--- src/rtl/gsr_pkg.sv ---
package gsr_pkg;

   // Per-cycle shift command broadcast to every cell of the chain.
   typedef struct packed {
      logic shift_right;  // cell i takes cell i-1 (push / alignment / forward drain)
      logic shift_left;   // cell i takes cell i+1 (reverse drain)
   } cell_ctrl_type;

   typedef enum logic [3:0] {
      ST_IDLE  = 4'b0001,
      ST_REV   = 4'b0010,
      ST_ALIGN = 4'b0100,
      ST_FWD   = 4'b1000
   } state_type;

endpackage

--- src/rtl/gsr_cell.sv ---
module gsr_cell
   import gsr_pkg::*;
#(
   parameter int DATA_WIDTH = 16
) (
   input  logic                  clock,
   input  cell_ctrl_type         ctrl,
   input  logic [DATA_WIDTH-1:0] left_data,
   input  logic [DATA_WIDTH-1:0] right_data,
   output logic [DATA_WIDTH-1:0] data
);

   logic [DATA_WIDTH-1:0] data_ff;
   logic [DATA_WIDTH-1:0] data_in;

   always_comb begin
      data_in = data_ff;
      if (ctrl.shift_right) begin
         data_in = left_data;
      end else if (ctrl.shift_left) begin
         data_in = right_data;
      end
   end

   always_ff @(posedge clock) begin
      data_ff <= data_in;
   end

   assign data = data_ff;

endmodule

--- src/rtl/gsr_chain.sv ---
module gsr_chain
   import gsr_pkg::*;
#(
   parameter int MAX_GROUP  = 64,
   parameter int DATA_WIDTH = 16
) (
   input  logic                  clock,
   input  cell_ctrl_type         ctrl,
   input  logic [DATA_WIDTH-1:0] in_data,
   output logic [DATA_WIDTH-1:0] head_data,
   output logic [DATA_WIDTH-1:0] tail_data
);

   logic [DATA_WIDTH-1:0] cell_q [MAX_GROUP];

   for (genvar i = 0; i < MAX_GROUP; i++) begin : g_cell
      logic [DATA_WIDTH-1:0] left_d;
      logic [DATA_WIDTH-1:0] right_d;

      if (i == 0) begin : g_first
         assign left_d = in_data;
      end else begin : g_mid_l
         assign left_d = cell_q[i-1];
      end

      if (i == MAX_GROUP - 1) begin : g_last
         assign right_d = '0;
      end else begin : g_mid_r
         assign right_d = cell_q[i+1];
      end

      gsr_cell #(
         .DATA_WIDTH(DATA_WIDTH)
      ) u_cell (
         .clock      (clock),
         .ctrl       (ctrl),
         .left_data  (left_d),
         .right_data (right_d),
         .data       (cell_q[i])
      );
   end

   assign head_data = cell_q[0];
   assign tail_data = cell_q[MAX_GROUP-1];

endmodule

--- src/rtl/stream_group_reverser_top.sv ---
// Stream group reverser.
// Input beats (req_*) carry one value each; req_tlast marks the end of a list.
// Values gather in a chain of MAX_GROUP cells. When group_size values have
// gathered, the group leaves on rsp_* newest first as one burst; rsp_tlast
// marks the final beat of every burst. If a list ends before a group fills,
// the partial group leaves in arrival order. group_size 0 acts as 1,
// values above MAX_GROUP act as MAX_GROUP. csr_wr_en writes group_size.
// Timing: a completed group of n values drains one beat per cycle while the
// receiver is ready. A partial group first shifts to the chain's tail, then
// drains n beats. Input is held off (req_tready low) while a group aligns or
// drains, set by the single shifting chain.
// Reset: fill count cleared, group_size = 1, no burst pending. Cell contents
// are not reset. A receiver stall during a burst freezes the chain and holds the beat.
module stream_group_reverser_top
   import gsr_pkg::*;
#(
   parameter int MAX_GROUP  = 64,
   parameter int DATA_WIDTH = 16
) (
   input  logic                               clock,
   input  logic                               reset,
   // config
   input  logic                               csr_wr_en,
   input  logic [6:0]                         csr_wr_data,   // group_size
   // input stream
   input  logic                               req_tvalid,
   output logic                               req_tready,
   input  logic [((DATA_WIDTH+7)/8)*8-1:0]    req_tdata,     // [DATA_WIDTH-1:0] item_value
   input  logic                               req_tlast,     // end_of_list
   // result stream
   output logic                               rsp_tvalid,
   input  logic                               rsp_tready,
   output logic [((DATA_WIDTH+7)/8)*8-1:0]    rsp_tdata,     // [DATA_WIDTH-1:0] out_value
   output logic                               rsp_tlast      // last_of_burst
);

   localparam int TW = ((DATA_WIDTH + 7) / 8) * 8;
   localparam int CW = $clog2(MAX_GROUP + 1);     // counts 0..MAX_GROUP
   localparam int KW = (CW > 7) ? CW : 7;         // compare width
   localparam logic [KW-1:0] MAX_K = KW'(MAX_GROUP);
   localparam logic [CW-1:0] MAX_C = CW'(MAX_GROUP);

   logic [6:0]    gsize_ff, gsize_in;
   state_type     state_ff, state_in;
   logic [CW-1:0] fill_ff, fill_in;
   logic [CW-1:0] cnt_ff, cnt_in;

   logic [KW-1:0] k_eff;
   logic [CW-1:0] n_new;
   logic          req_fire, rsp_fire;
   cell_ctrl_type ctrl;
   logic [DATA_WIDTH-1:0] head_data, tail_data;

   // effective group size, clamped to 1..MAX_GROUP
   always_comb begin
      k_eff = KW'(gsize_ff);
      if (gsize_ff == 7'd0) begin
         k_eff = KW'(1);
      end else if (KW'(gsize_ff) > MAX_K) begin
         k_eff = MAX_K;
      end
   end

   assign req_tready = (state_ff == ST_IDLE);
   assign req_fire   = req_tvalid & req_tready;
   assign rsp_tvalid = (state_ff == ST_REV) || (state_ff == ST_FWD);
   assign rsp_fire   = rsp_tvalid & rsp_tready;
   assign n_new      = fill_ff + CW'(1);

   // chain shifts right on push, on alignment and forward drain;
   // left while a group pops out newest first
   always_comb begin
      ctrl.shift_right = req_fire || (state_ff == ST_ALIGN)
                         || ((state_ff == ST_FWD) && rsp_tready);
      ctrl.shift_left  = (state_ff == ST_REV) && rsp_tready;
   end

   always_comb begin
      state_in = state_ff;
      fill_in  = fill_ff;
      cnt_in   = cnt_ff;
      gsize_in = csr_wr_en ? csr_wr_data : gsize_ff;
      case (state_ff)
         ST_IDLE: begin
            if (req_fire) begin
               if (KW'(n_new) >= k_eff) begin
                  state_in = ST_REV;
                  cnt_in   = n_new;
                  fill_in  = '0;
               end else if (req_tlast) begin
                  // partial group: slide it to the tail first
                  state_in = ST_ALIGN;
                  cnt_in   = MAX_C - n_new;
                  fill_in  = n_new;
               end else begin
                  fill_in  = n_new;
               end
            end
         end
         ST_ALIGN: begin
            cnt_in = cnt_ff - CW'(1);
            if (cnt_ff == CW'(1)) begin
               state_in = ST_FWD;
               cnt_in   = fill_ff;
               fill_in  = '0;
            end
         end
         ST_REV, ST_FWD: begin
            if (rsp_fire) begin
               cnt_in = cnt_ff - CW'(1);
               if (cnt_ff == CW'(1)) begin
                  state_in = ST_IDLE;
               end
            end
         end
         default: begin
            state_in = ST_IDLE;
         end
      endcase
   end

   always_ff @(posedge clock) begin
      if (reset) begin
         state_ff <= ST_IDLE;
         fill_ff  <= '0;
         cnt_ff   <= '0;
         gsize_ff <= 7'd1;
      end else begin
         state_ff <= state_in;
         fill_ff  <= fill_in;
         cnt_ff   <= cnt_in;
         gsize_ff <= gsize_in;
      end
   end

   gsr_chain #(
      .MAX_GROUP  (MAX_GROUP),
      .DATA_WIDTH (DATA_WIDTH)
   ) u_chain (
      .clock     (clock),
      .ctrl      (ctrl),
      .in_data   (req_tdata[DATA_WIDTH-1:0]),
      .head_data (head_data),
      .tail_data (tail_data)
   );

   // newest at the head for reversed bursts, oldest at the tail otherwise
   assign rsp_tdata = TW'((state_ff == ST_REV) ? head_data : tail_data);
   assign rsp_tlast = (cnt_ff == CW'(1));

endmodule
--- config.mk ---
export PLATFORM = sky130hd
export DESIGN_NAME = stream_group_reverser_top
export DESIGN_NICKNAME = d
export VERILOG_FILES = /design/src/rtl/gsr_pkg.sv /design/src/rtl/gsr_cell.sv /design/src/rtl/gsr_chain.sv /design/src/rtl/stream_group_reverser_top.sv
export SDC_FILE = /design/constraint.sdc
export NUM_CORES = 1
export LEC_CHECK = 0
export ABC_AREA = 0
export BUFFER_PORTS_ARGS = -buffer_cell sky130_fd_sc_hd__clkbuf_2
export CORE_MARGIN = 2
export CORE_UTILIZATION = 51
export CTS_CLUSTER_SIZE = 16
export DETAILED_ROUTE_END_ITERATION = 12
export PLACE_DENSITY = 0.74
export SETUP_SLACK_MARGIN = 0.4
export SLEW_MARGIN = 30
export SYNTH_ARGS = -nofsm -noshare
export SYNTH_HDL_FRONTEND = slang
export SYNTH_SLANG_ARGS = --single-unit
export TNS_END_PERCENT = 20
--- constraint.sdc ---
create_clock -name clock -period 32.4 [get_ports clock]
set_clock_uncertainty 0.15 [all_clocks]
set_input_delay 6.48 -clock clock [delete_from_list [all_inputs] [get_ports clock]]
set_output_delay 6.48 -clock clock [all_outputs]
set_load 0.01 [all_outputs]
* After elaboration in Yosys (flattened, before gate mapping)
Index checks and enable logic that the tools add are counted.
** Storage, ports and cells
- Bits in registers :: 1049
- Bits of input ports :: 29
- Output and inout bits :: 19
- Word-level logic and storage cells :: 246
** Cells by class
- $add $sub $neg :: 3
- Order comparisons :: 2
- Equal/unequal tests :: 10
- Multiplexer cells :: 148
- Bitwise logic cells :: 2
- Reduce and logical (&&, ||, !) cells :: 13
** Operator list (number)
- $mux 16 :: 129
- $mux 7 :: 10
- $mux 4 :: 6
- $pmux 7 s3 :: 1
- $pmux 7 s2 :: 1
- $pmux 4 s3 :: 1
- $add 7x1->7 const B :: 1
- $eq 7x1->1 const B :: 1
- $ge 7x7->1 :: 1
- $gt 7x7->1 const B :: 1
- $logic_not 7->1 :: 1
- $sub 7x1->7 const B :: 1
- $sub 7x7->7 const A :: 1
- $ne 2x2->1 const B :: 3
- $reduce_and 5->1 :: 1
- $eq 4x1->1 const B :: 1
- $eq 4x2->1 const B :: 1
- $eq 4x3->1 const B :: 1
- $eq 4x4->1 const B :: 1
- $reduce_and 4->1 :: 1
- $reduce_bool 2->1 :: 2
- $logic_or 1x1->1 :: 3
- $ne 3x1->1 const B :: 1
- $reduce_and 3->1 :: 1
- other kinds (5) :: 7

* Longest topological paths before layout
Gate-level depths: netlist of run 1.
- Depth after elaboration :: 7
- Depth in mapped cells :: 14
- Mapped depth without buffers :: 12

* Cells and area by module
Synthesis of run 1 repeated with hierarchy kept, for this count alone.
** Unflattened totals
- Cell total of the unflattened synthesis :: 2497
- Area, all modules :: 48939.4 µm²
** Modules (own cells, without submodules)
- gsr_cell :: instances 64, cells an instance 35, area each 732.0 µm², seq. area each 480.5 µm²
- stream_group_reverser_top :: instances 1, cells an instance 256, area each 2090.8 µm², seq. area each 500.5 µm²
- gsr_chain :: instances 1, cells an instance 1, area each 3.8 µm², seq. area each 0.0 µm²

* Least setup slack after synthesis of run 1
No wires, ideal clock.
- Kind :: input-to-reg
- Start :: input req_tvalid
- End :: register u_chain.g_cell[0].u_cell.data_ff[0] (enable)
- Setup time :: 5756 ps
- Data arrival time :: 19708 ps
- Data required time :: 26494 ps
- Slack :: 6786 ps
- Stages on the path :: 2
- Buffers on the path :: 0
- Cells stage by stage :: nand2_1 -> nand3_2
** On the way
- Longest elaborated chain between the ends :: 4
** Ends and longest elaborated chain
- start, declared :: line stream_group_reverser_top.sv:26 : input logic req_tvalid,
- $and 1x1->1 :: line stream_group_reverser_top.sv:65 : assign req_fire = req_tvalid & req_tready;
- $logic_or 1x1->1 :: line stream_group_reverser_top.sv:73 : ctrl.shift_right = req_fire || (state_ff == ST_ALIGN)
- $logic_or 1x1->1 :: line stream_group_reverser_top.sv:74 : || ((state_ff == ST_FWD) && rsp_tready);
- $reduce_bool 2->1 (no source line)
- end signal, assigned :: line gsr_cell.sv:26 : data_ff <= data_in;
- end, declared :: line gsr_cell.sv:13 : logic [DATA_WIDTH-1:0] data_ff;
Every way passes these cells.
A chain may end at the register's enable or synchronous reset.

* Final worst setup path of run 1
- Start :: input rsp_tready
- End :: register u_chain.g_cell[21].u_cell.data_ff[1] (data pin)
** On the way
- Longest elaborated chain between the ends :: 3
** Ends and longest elaborated chain
- start, declared :: line stream_group_reverser_top.sv:32 : input logic rsp_tready,
- $logic_and 1x1->1 :: line stream_group_reverser_top.sv:74
- $logic_or 1x1->1 :: line stream_group_reverser_top.sv:74
- $mux 16 :: line gsr_cell.sv:18 : if (ctrl.shift_right) begin
- via u_chain.g_cell[21].u_cell.data_in[1] :: line gsr_cell.sv:14 : logic [DATA_WIDTH-1:0] data_in;
- end signal, assigned :: line gsr_cell.sv:26
- end, declared :: line gsr_cell.sv:13
The timed path passes the listed nets, and every way through them passes these cells.

==> results.yml, run 1 <==
drt:
  antenna_left: 0
  num_vias: 29400
  wl_per_cell_um: 13.7
  wl_um: 78500
  drc: 0
  dr.pass1.iters: 6
  vias_per_cell: 5.12
  drt_iter0_markers: 2826
global_routing:
  grt_pass1_vias: 27900
  antenna_found_initial: 1
  grt_max_degree: 240
  grt_pass1_wl_um: 131000
  overflow: 0
  grt_usage_pct: 16.9
finish:
  final_layout_size_suffix_gt1_share_pct: 5.53
  antenna_cells: 0
  final_cells: 5739
  syn2layout_area_growth_pct: 9.71
  nets: 4528
placement:
  placedCellCount: 5543
  io_buffers: 47
  dp_hpwl_um: 42900
  routabilityCongestion: 0.782
  post-place-ws_ps: 21340
sta:
  relSlewSlack_pct: 37.5
  period_share_pct: 31.7
  max_freq_mhz: 97.4
  worst_slack_ps: 22140
  finalHoldViolations: 0
  layout_min_cycle_time_ps: 10260
  rsz0062_at_grt: "false"
  max_slew.worst_pin.slew_ps: 938
  finalSetupTns_ps: 0
  finalSetupViolCount: 0
  drv_slew: 0
logic_synthesis:
  synthFlopType: "edfxtp_1"
  synthTopCellsByArea: "edfxtp_1, nand2_1, buf_2"
  netlist_top_cells_count: "nand2_1, edfxtp_1, buf_2, clkbuf_1, nor2_1"
  synth-seq-cells: 1049
  synthArstFlopShare_pct: 0
  synth_edf_count: 1024
  avgSynthCellArea_sq_um: 9.97
  synth_most_common_cell: "nand2_1"
  ys_seq_area_share_pct: 69.0
  synth_top_area_share_pct: 67.9
  synth.largest_area_cell: "edfxtp_1"
  postSynthCellCount: 4540
  synth.distinct_cells: 56
  yosysWarnings: 0
  syn_area_sq_um: 45300
  syn_nets: 4579
cts:
  h-tree-depth: 3
  numClockSinks: 1049
  post_cts_resized: 0
  cts_setup_buffers: 0
  cts-hold-fix-buffers: 0
  clk_latency_ps: 680
  cts_tree: "built"
  root_buffer: "clkbuf_16"
  cts_buffers: 105
  clk_pin_slew_ps: 60
  max-clock-path-buffers: 3
flow_run:
  maxCapViolCount: 0
floorplanning:
  fp.coreArea_sq_um: 88200
  fp.dieH_um: 302
  start_util_pct: 51.3
  io_pins: 48
  design.die.area_sq_um: 91200
  die_w_um: 302
  row_count: 109
power:
  p_leak_nw: 21.6
  p_total_w: 0.00594
  powerDensity_nw_per_um2: 120
  vdd_ir_drop_max_v: 0.0000729
worst_setup_path:
  critical-path-top-delay-family: "buffers and inverters"
  crit_arrival_ps: 10630
  critPathBufInv: 6
  crit_top_cell: "buf_4"
  start_kind: "input pin"
  cp-end-kind: "flip-flop"
  required_ps: 32770
  worstSetupPathType: "input pin to flip-flop"
  slowest_delay_ps: 800
  path_cells: "clkbuf_2 -> nand3b_1 -> a21oi_1 -> a31oi_1 -> nor2_4 -> buf_4 -> buf_12 -> buf_16 -> buf_4 -> buf_4 -> nand2_1 -> nand2_1"
  path_max_fanout: 129
  cp_slowest_cell: "buf_4"
outcome:
  outcome: "finished clean"
worst_hold_path:
  hp-class: "flip-flop to flip-flop"
cell families after synthesis:
kind of cell,after synthesis,synth area share (%)
AO/OA/AOI/OAI,66,0.984
buffers and inverters,249,2.60
adder cells (fa/ha/maj),10,0.276
XOR/XNOR,9,0.174
flip-flops,1049,69.0
AND/OR/NAND/NOR,3134,26.4
multiplexers,23,0.553
per-stage QoR:
step                      hold WS, ps  cell area, sq um  utilization (%)
after floorplan                   334             45300                -
after global placement            359             46100             52.3
after detailed placement          363             46200             52.4
after CTS                         358             49600             56.2
after global routing              397             49700             56.3
final                             369             49700             56.3
path summary, 6_finish.rpt:
kind	from	end	slack (ps)	depth (start not counted)
min	u_chain.g_cell[60].u_cell.data[11]$_DFFE_PP_	u_chain.g_cell[61].u_cell.data[11]$_DFFE_PP_	370	2
max	rsp_tready	u_chain.g_cell[21].u_cell.data[1]$_DFFE_PP_	22140	12
max reg2reg	state_ff[3]$_SDFFE_PP0P_	u_chain.g_cell[21].u_cell.data[1]$_DFFE_PP_	27470	11
min reg2reg	u_chain.g_cell[60].u_cell.data[11]$_DFFE_PP_	u_chain.g_cell[61].u_cell.data[11]$_DFFE_PP_	370	2
cell usage in the layout (no fill, tap or decap), types with 16 or more instances in the layout:
cell type     n
clkbuf_1     17
clkbuf_2     47
clkinv_2     21
clkinv_1     28
nand2_1    3043
nor2_1       32
edfxtp_1   1024
clkbuf_16   105
dfxtp_1      25
mux2_2       16
and2_1       16
power breakdown:
part | switching [W] | leakage [nW] | internal, W
sequential | 0.000377 | 10.1 | 0.00267
combinational | 0.00121 | 9.83 | 0.000513
clock | 0.000519 | 1.64 | 0.000661
registers in the layout, indices dropped and copies added, names as in the netlist:
signal and flops:
u_chain.g_cell.u_cell.data 1024, cnt_ff 7, fill_ff 7, gsize_ff 7, state_ff 4
final cells by class:
cell class	instances	area [sq um]
Fill cell	7354	38600
Timing Repair Buffer	81	694
Multi-Input combinational cell	3242	12900
Clock buffer	125	2730
Sequential cell	1049	31300
Clock inverter	67	626
Inverter	10	37.5
Tap cell	1165	1460
per-layer routing:
metal	GRT usage, %	wire (um)	up-vias
li1	-	-	14600
met1	24.4	37600	14200
met2	27.0	36800	428
met3	2.49	2500	107
met4	4.41	1530	0
met5	0	0	-
worst min-delay path: stages, from the launching register on:
cell and delay (ps):
edfxtp_1 340, nand2_1 50, nand2_1 50
(Power assumes the default switching activity.)
==> run 2: changes to the inputs <==
--- a/config.mk
+++ b/config.mk
@@ -11,7 +11,7 @@
 export CORE_UTILIZATION = 51
 export CTS_CLUSTER_SIZE = 16
 export DETAILED_ROUTE_END_ITERATION = 12
-export PLACE_DENSITY = 0.74
+export PLACE_DENSITY = 0.76
 export SETUP_SLACK_MARGIN = 0.4
 export SLEW_MARGIN = 30
 export SYNTH_ARGS = -nofsm -noshare
==> constraint.sdc (replaced) <==
create_clock -name clock -period 9.2 [get_ports clock]
set_clock_uncertainty 0.15 [all_clocks]
set_input_delay 1.84 -clock clock [delete_from_list [all_inputs] [get_ports clock]]
set_output_delay 1.84 -clock clock [all_outputs]
set_load 0.01 [all_outputs]
==> run 2 against run 1 <==
Effect of this change:
- worst hold slack better by 3.7 ps
- global-route usage about the same
- die area unchanged
- total power rose to 3.5 times the previous value
- critical endpoint is now rsp_tdata[5]
- largest power group unchanged
==> results.yml, run 2 (synthesis gave the netlist of run 1 again) <==
global_routing:
  antenna_found_initial: 0
  overflow: 0
  grt_usage_pct: 16.8
  grt_max_degree: 249
  grt_pass1_vias: 27600
  grt_pass1_wl_um: 131000
worst_hold_path:
  min_path_cells: 2
  hp-class: "flip-flop to flip-flop"
drt:
  wl_um: 78800
  dr.pass1.iters: 6
  wl_per_cell_um: 13.8
  num_vias: 29400
  drc: 0
  antenna_left: 0
  drt_iter0_markers: 2937
  vias_per_cell: 5.13
floorplanning:
  fp.dieH_um: 302
  start_util_pct: 51.3
  design.die.area_sq_um: 91200
  row_count: 109
  fp.coreArea_sq_um: 88200
  die_w_um: 302
  io_pins: 48
outcome:
  outcome: "finished clean"
cts:
  cts_buffers: 102
  clk_pin_slew_ps: 70
  cts_setup_buffers: 0
  h-tree-depth: 3
  clk_latency_ps: 650
  post_cts_resized: 0
  cts-hold-fix-buffers: 0
  numClockSinks: 1049
  root_buffer: "clkbuf_16"
  cts_tree: "built"
  max-clock-path-buffers: 3
finish:
  antenna_cells: 0
  nets: 4522
  final_layout_size_suffix_gt1_share_pct: 5.52
  final_area_sq_um: 49700
  largest_reg_flops: 1024
  syn2layout_area_growth_pct: 9.67
  most-common-layout-cells: "nand2_1, edfxtp_1, clkbuf_16"
  final_common_cell: "nand2_1"
power:
  powerDensity_nw_per_um2: 422
  vdd_ir_drop_max_v: 0.000324
  p_leak_nw: 21.5
worst_setup_path:
  r2r_cells: 6
  crit_arrival_ps: 2540
  cp-end-kind: "primary output"
  cp_slowest_cell: "dfxtp_1"
  required_ps: 7210
  path_max_fanout: 16
  slowest_delay_ps: 570
  worstSetupPathType: "flip-flop to primary output"
  path_cells: "nor4b_4 -> buf_4 -> mux2_2 -> clkbuf_2"
  start_kind: "flip-flop"
flow_run:
  maxCapViolCount: 0
placement:
  dp_hpwl_um: 43700
  routabilityCongestion: 0.777
  io_buffers: 47
  dpl-instance-area_sq_um: 46300
  post-place-ws_ps: 4400
sta:
  relSlewSlack_pct: 23.6
  max_slew.worst_pin.slew_ps: 1150
  drv_slew: 0
  worst_slack_ps: 4670
  max_freq_mhz: 221
  finalSetupViolCount: 0
  finalHoldViolations: 0
  rsz0062_at_grt: "false"
  layout_min_cycle_time_ps: 4530
  whs_ps: 373
  period_share_pct: 49.2
## run 2: changes by cell type in the layout (fill, tap and decap cells not counted), moves of 4 or more
| cell | before | now |
|---|---|---|
| buf_6 | 13 | 1 |
| clkinv_1 | 28 | 20 |
| buf_12 | 6 | 11 |
| clkinvlp_4 | 2 | 7 |
| bufinv_16 | 7 | 11 |
| clkinv_16 | 4 | 0 |
| inv_6 | 0 | 4 |
## run 2: stage by stage
step                utilization [%]   TNS, ps  std cells  power [W]
detailed placement             52.4         0       5541     0.0168
global placement               52.4         0       5539     0.0165
global route                   56.3         0       5729     0.0225
finish                         56.3         0       5729     0.0210
CTS                            56.2         0       5726     0.0211
floorplan                         -  -3385480       4540     0.0160
## run 2: area by class of cell
class / count / area (sq um)
fill: 7261 / 38600
sequential: 1049 / 31300
multi-input combinational: 3242 / 12900
clock buffer: 122 / 2670
tap: 1165 / 1460
timing repair buffer: 78 / 709
clock inverter: 63 / 624
inverter: 10 / 37.5
## run 2: critical path, delay by kind of cell, from the launching register on
kind          cells  cell delay [ps]
flops             1              570
buf+inv           2              530
mux               1              460
simple gates      1              290
## run 2: metal layers
layer / global-route usage [%] / routed length [um]
met2: 26.8 / 37000
met1: 24.5 / 37400
met3: 2.49 / 2920
met5: 0 / 0
met4: 4.44 / 1450
## run 2: worst paths after layout
path                                                                   from                                          end  slack [ps]
worst max register to register                     state_ff[3]$_SDFFE_PP0P_  u_chain.g_cell[8].u_cell.data[13]$_DFFE_PP_        5430
worst max-delay path                               state_ff[1]$_SDFFE_PP0P_                                 rsp_tdata[5]        4670
worst min register to register  u_chain.g_cell[8].u_cell.data[13]$_DFFE_PP_  u_chain.g_cell[9].u_cell.data[13]$_DFFE_PP_         370
worst min-delay path            u_chain.g_cell[8].u_cell.data[13]$_DFFE_PP_  u_chain.g_cell[9].u_cell.data[13]$_DFFE_PP_         370
## run 2: where the power goes
part	internal [W]	switching, W
registers	0.00939	0.00133
clock network	0.00238	0.00177
logic	0.00183	0.00425
